[src/rtl/frs_pkg.sv]
// Shared types, constants and a helper function of the fixed rate linear resampler.
package frs_pkg;

   localparam int MAX_BURST_DEF     = 16;
   localparam int FRACTION_BITS_DEF = 16;
   localparam int LANES             = 6;
   localparam int TS_W              = 64;
   localparam int GAP_W             = 40;
   localparam int PER_W             = 32;
   localparam logic [63:0] ALL_ONES = '1;
   localparam logic [31:0] PERIOD_RESET  = 32'd1000000;
   localparam logic [39:0] MAX_GAP_RESET = 40'd4000000;
   localparam logic [7:0]  FLAG_ENV = 8'h02;
   localparam logic [7:0]  FLAG_LOC = 8'h01;

   typedef enum logic {
      CSR_PERIOD  = 1'b0,
      CSR_MAX_GAP = 1'b1
   } csr_index_type;

   typedef struct packed {
      logic [63:0]        timestamp_ns;
      logic [15:0]        skew_ms;
      logic [7:0]         flag_bits;
      logic signed [31:0] rms_value;
      logic signed [31:0] peak_value;
      logic signed [31:0] kurtosis_value;
      logic signed [31:0] band_value;
      logic signed [31:0] env_value;
      logic signed [31:0] loc_value;
   } frs_req_type;

   typedef struct packed {
      logic [63:0]        out_timestamp_ns;
      logic [15:0]        out_skew_ms;
      logic [7:0]         out_flags;
      logic signed [31:0] out_rms;
      logic signed [31:0] out_peak;
      logic signed [31:0] out_kurtosis;
      logic signed [31:0] out_band;
      logic signed [31:0] out_env;
      logic signed [31:0] out_loc;
      logic               last;
   } frs_rsp_type;

   function automatic logic [63:0] sat_add(input logic [63:0] a, input logic [63:0] b);
      logic [64:0] s;
      s = {1'b0, a} + {1'b0, b};
      return s[64] ? ALL_ONES : s[63:0];
   endfunction

endpackage

[src/rtl/frs_divider.sv]
// Restoring radix-2 divider for 64-bit operands, one quotient bit per cycle.
module frs_divider import frs_pkg::*; (
   input  logic        clock,
   input  logic        reset,
   input  logic        start,
   input  logic [63:0] dividend,
   input  logic [63:0] divisor,
   output logic        done,
   output logic [63:0] quotient,
   output logic [63:0] remainder
);

   logic [63:0] quo_ff, quo_in;
   logic [63:0] rem_ff, rem_in;
   logic [63:0] div_ff, div_in;
   logic [6:0]  cnt_ff, cnt_in;
   logic        busy_ff, busy_in;
   logic        done_ff, done_in;
   logic [64:0] trial;

   always_comb begin
      quo_in  = quo_ff;
      rem_in  = rem_ff;
      div_in  = div_ff;
      cnt_in  = cnt_ff;
      busy_in = busy_ff;
      done_in = 1'b0;
      trial   = {rem_ff, quo_ff[63]};
      if (start) begin
         quo_in  = dividend;
         rem_in  = '0;
         div_in  = divisor;
         cnt_in  = '0;
         busy_in = 1'b1;
      end else if (busy_ff) begin
         if (trial >= {1'b0, div_ff}) begin
            rem_in = 64'(trial - {1'b0, div_ff});
            quo_in = {quo_ff[62:0], 1'b1};
         end else begin
            rem_in = trial[63:0];
            quo_in = {quo_ff[62:0], 1'b0};
         end
         cnt_in = cnt_ff + 7'd1;
         if (cnt_ff == 7'd63) begin
            busy_in = 1'b0;
            done_in = 1'b1;
         end
      end
   end

   always_ff @(posedge clock) begin
      if (reset) begin
         busy_ff <= 1'b0;
         done_ff <= 1'b0;
         cnt_ff  <= '0;
      end else begin
         busy_ff <= busy_in;
         done_ff <= done_in;
         cnt_ff  <= cnt_in;
      end
      quo_ff <= quo_in;
      rem_ff <= rem_in;
      div_ff <= div_in;
   end

   assign done      = done_ff;
   assign quotient  = quo_ff;
   assign remainder = rem_ff;

endmodule

[config.mk]
export PLATFORM = sky130hd
export DESIGN_NAME = frs_divider
export DESIGN_NICKNAME = d
export VERILOG_FILES = /design/src/rtl/frs_pkg.sv /design/src/rtl/frs_divider.sv
export SDC_FILE = /design/constraint.sdc
export NUM_CORES = 1
export LEC_CHECK = 0
export ABC_AREA = 1
export ABC_CLOCK_PERIOD_IN_PS = 9000
export BUFFER_PORTS_ARGS = -buffer_cell sky130_fd_sc_hd__buf_2
export CAP_MARGIN = 15
export CORE_ASPECT_RATIO = 1.75
export CORE_MARGIN = 2
export CORE_UTILIZATION = 50
export CTS_BUF_LIST = sky130_fd_sc_hd__clkbuf_2 sky130_fd_sc_hd__clkbuf_4 sky130_fd_sc_hd__clkbuf_8
export DETAILED_ROUTE_END_ITERATION = 12
export GPL_TIMING_DRIVEN = 0
export HOLD_SLACK_MARGIN = 0.15
export PLACE_DENSITY = 0.73
export SYNTH_ARGS = -nofsm -noshare
export SYNTH_HDL_FRONTEND = slang
export SYNTH_SLANG_ARGS = --single-unit
[constraint.sdc]
create_clock -name clock -period 9 [get_ports clock]
set_clock_uncertainty 0.2 [all_clocks]
set_input_delay 1.8 -clock clock [delete_from_list [all_inputs] [get_ports clock]]
set_output_delay 1.8 -clock clock [all_outputs]
set_load 0.02 [all_outputs]
# == Word-level counts from Yosys, hierarchy flattened ==
# Cells that the tools add are included.
# classes
n_lt_le_gt_ge,1
n_reduce_logical,3
n_eq_ne,1
mux,8
n_bitwise,1
add_sub_neg,2
# ops
operator,n
64-bit 2-to-1 mux,3
65-bit by 64-bit greater-or-equal comparator with 1-bit output,1
64-bit subtractor,1
"7-bit by 1-bit adder with 7-bit output, second input constant",1
"7-bit by 6-bit equality test with 1-bit output, second input constant",1
1-bit 2-to-1 mux,5
3-bit OR reduction,1
2-bit nonzero test,1
2-bit OR reduction,1
1-bit inverter,1
# totals
inputBits,131
out_inout_bits,129
reg_bits,201

# == Longest topological paths before layout ==
# logic_depth
ltp_word,4
depth_mapped,20
depth_no_buf,18

# == Least setup slack after synthesis ==
# Ideal clock, no wire load.
# synth_timing
path_type,input port to flip-flop
from,in start
to,"reg quo_ff[0], in the netlist quotient[0] (enable)"
slack_ns,4.392
cell_stages,3
t_arrival_ns,3.955
required_ns,8.346
cell_sequence,nor2_1 clkinv_1 clkbuf_1
# synth_via
elab_chain_len,1
# synth_rtl
item,line_no,text
from (decl),frs_divider.sv:5,"input logic start,"
2-bit nonzero test (no line),n/a,
to (signal assigned),frs_divider.sv:61,quo_ff <= quo_in;
to (decl),frs_divider.sv:13,"logic [63:0] quo_ff, quo_in;"
# No other way between the ends.
# A chain may end at the register's enable or synchronous reset.

# == Worst setup path after layout ==
# layout_timing
from,in start
to,"reg quo_ff[7], in the netlist quotient[7] (enable)"
# Same word-level chain as after synthesis.

==> impl_metrics.csv <==
group,metric,value,unit
cts,numCtsBuffers,30,
synth,syn_nets,2389,
finish,fillers,2852,
worst_setup_path,worstSetupPathType,"input pin to register",
synth,synth_ff_type,"edfxtp_1",
global_route,grt-ovfl-total,0,
sta,relSlewSlack,35.5,%
worst_setup_path,critPathMaxFanout,69,
synth,synth_compound_area_share,4.36,%
finish,nNetsFinal,2682,
synth,synth_top_family_by_area,"simple AND/OR/NAND/NOR gates",
worst_setup_path,start_kind,"input pin",
pwr,clkPwrFrac,40.2,%
drt,vias_per_cell,5.04,
worst_setup_path,rrSetupSlack,5.64,ns
pwr,irDropWorstVdd,0.224,mV
drt,vias,14500,
sta,worst_slew_pin_slew,0.968,ns
sta,fin_tns_setup,0,ns
cts,cts-resized-gates,0,
global_route,grt_max_degree,70,
placement,gp_congestion,1.07,
cts,postCtsSetupBuffers,0,
synth,synthAdderAreaFrac,5.78,%
placement,place_inst,2831,
pwr,pwr-share-comb,14.0,%
die,fp-row-count,82,
synth,synthTopCellsByArea,"edfxtp_1 27%, nand2_1 24%, inv_1 11%",
worst_setup_path,path_delay_family,"buffers and inverters",
finish,n_antenna_cell,0,
pwr,p_leak,0.00957,uW
min_path,worstHoldPathType,"register to register",
worst_setup_path,r2r-start,"div_ff[8]",
worst_setup_path,cp_slowest_cell,"buf_4",
drt,remaining_drc_errors,0,
finish,multi_input_comb_area,7170,um2
cts,cts_sinks,201,
synth,synth.yosys.seq_area_share,36.8,%
placement,hpwl,43100,um
pwr,seq_power_share,45.8,%
pwr,p_switching,646,uW
finish,fin_cells,2887,
cts,ctsLongestPathBuffers,3,
synth,yosys-top-cells-count,"904 x nand2_1, 426 x inv_1, 163 x nand3_1",
cts,root_buffer,"clkbuf_8",
synth,synthCells,2192,
pwr,intPower,1700,uW
drt,drt_iter0_drc,855,
die,start_util,50.5,%
finish,drive_gt1_share,15.8,%
synth,synth-seq-cells,201,
worst_setup_path,startpoint,"start",
sta,setup_viol,0,
min_path,min_from,"cnt_ff[1]",
finish,fin_area,17000,um2
cts,cts_tree,"done",
worst_setup_path,ff2ff_path_depth,18,
drt,wl_per_cell,18.0,um
synth,synth.most_common_cell,"nand2_1",
synth,postSynthAreaPerCell,6.57,um2
worst_setup_path,reg2reg_to,"remainder[38]",
synth,synthMuxAreaShare,0,%
cts,clkSlewWorstSetupHoldPaths,0.07,ns
worst_setup_path,slowest_delay,0.70,ns
sta,rsz0062_at_grt,"false",
die,core_region_area,28500,um2
run_status,outcome,"finished clean",
worst_setup_path,worst-path-stages,5,
die,num_io_pins,260,
synth,synth_xor_area_share,1.88,%
synth,yosysTopAreaCell,"edfxtp_1",
worst_setup_path,path_cells,"buf_4, nor2_1, clkinv_1, clkbuf_4, buf_16",
cts,clkLatencyLatePin,0.63,ns
synth,synth_edf_count,128,
die,die_width,132,um
sta,finalCritPeriodShare,41.6,%
cts,htreeDepth,1,
global_route,track_usage,34.0,%
drt,routed_wl,52000,um
synth,synth_area,14400,um2
drt,drtAntennaViolNets,0,
global_route,grt_pass1_wl,78700,um
placement,numPortBuffers,259,
synth,ys_types,38,
sta,max_freq,267,MHz
global_route,first_global_vias,14900,
sta,hold_viol,0,
drt,firstDrtPassIters,5,
global_route,antenna_found_initial,0,
sta,fin_crit,3.75,ns
synth,synth_warnings,0,
die,die_area,30200,um2
sta,drv_slew,0,
worst_setup_path,crit_buf_inv,4,
pwr,p_per_area,138,nW/um2
min_path,hold_end,"cnt_ff[1]",
die,die_h,229,um
cts,cts_hold_buf,0,
pwr,p_sw_share,27.6,%
min_path,hold_depth,2,
worst_setup_path,end_kind,"register",
placement,place_area,16200,um2
worst_setup_path,required,9.09,ns
synth,synth_top_area_share,26.7,%
finish,regArea,5310,um2
job,maxCapViolCount,0,
worst_setup_path,worstPathArrival,3.83,ns
synth,synthSimpleGateAreaFrac,37.8,%
synth,ys_async_sr_fraction,0,%
finish,areaGrowthSynthToFinish,17.8,%
final cells by class:
cell class / instances / area share (%)
multi-input combinational: 1507 / 42.3
sequential: 201 / 31.3
inverter: 438 / 9.69
timing repair buffer: 261 / 7.86
clock buffer: 40 / 3.02
tap: 378 / 2.79
buffer: 46 / 1.71
clock inverter: 16 / 1.39
power groups by stage:
stage                     combinational, uW  clock, uW  sequential [uW]
after floorplan                         157          0             1120
after global placement                  318          0             1090
after detailed placement                327          0             1090
after CTS                               327        950             1070
after global routing                    358        986             1080
final                                   327        942             1070
worst max path at each step:
stage | slack, ns | endpoint
floorplan | 4.39 | quotient[0]
global placement | 1.74 | quotient[5]
detailed placement | 4.59 | quotient[6]
CTS | 5.24 | quotient[34]
global route | 5.14 | quotient[34]
finish | 5.25 | quotient[7]
sequential cells by signal (all words and copies together), names as in the netlist:
| name | cells |
|---|---|
| done | 1 |
| quotient | 64 |
| busy_ff | 1 |
| cnt_ff | 7 |
| div_ff | 64 |
| remainder | 64 |
layer usage:
| metal | GRT usage [%] | up-vias | wire [um] |
|---|---|---|---|
| li1 | - | 7310 | - |
| met1 | 32.6 | 6528 | 17800 |
| met3 | 4.64 | 155 | 2700 |
| met4 | 24.1 | 0 | 4120 |
| met2 | 65.2 | 548 | 27300 |
| met5 | 0 | - | 0 |
worst reg2reg max path, delay by kind of cell (launching register included):
family,cells,cell delay (ns)
DFF,1,0.34
adders and majority gates,1,0.37
and+or+nand+nor,13,1.90
buffers and inverters,4,0.46
metrics by stage:
stage | setup slack (ns) | total power (uW) | hold slack (ns) | util [%]
floorplan | 4.39 | 1280 | 0.251 | -
global placement | 1.74 | 1410 | 0.261 | 56.7
detailed placement | 4.59 | 1420 | 0.275 | 56.9
CTS | 5.24 | 2350 | 0.290 | 59.5
global route | 5.14 | 2420 | 0.320 | 59.5
finish | 5.25 | 2340 | 0.291 | 59.5
placed cells by master, fill, tap and decap left out, types with 4 or more instances in the layout:
cell	synthesis	final
nand2_1	904	904
inv_1	426	426
buf_2	7	265
nand3_1	163	163
edfxtp_1	128	128
nor2_1	111	111
dfxtp_1	73	73
ha_1	65	65
a21oi_1	54	54
clkbuf_8	0	34
xnor2_1	29	29
nand3b_1	27	27
o21ai_0	26	26
o21ai_1	21	21
nand4_1	20	20
clkbuf_1	19	18
nand2_2	18	18
nor3_1	14	14
nor2_2	13	13
buf_6	12	12
nor2_4	10	10
inv_2	9	9
o21bai_1	8	8
clkbuf_4	0	7
buf_4	4	6
bufinv_16	0	6
clkinv_1	3	5
clkinv_2	0	5
buf_1	4	4
cell families (layout without fill, tap and decap cells):
| kind of cell | count (synthesis) | in the layout |
|---|---|---|
| AO/OA/AOI/OAI | 116 | 116 |
| adder cells (fa/ha/maj) | 66 | 66 |
| XOR/XNOR | 31 | 31 |
| AND/OR/NAND/NOR | 1294 | 1294 |
| buffers and inverters | 484 | 801 |
| flip-flops | 201 | 201 |
No activity file was read; power rests on OpenSTA's default activity.
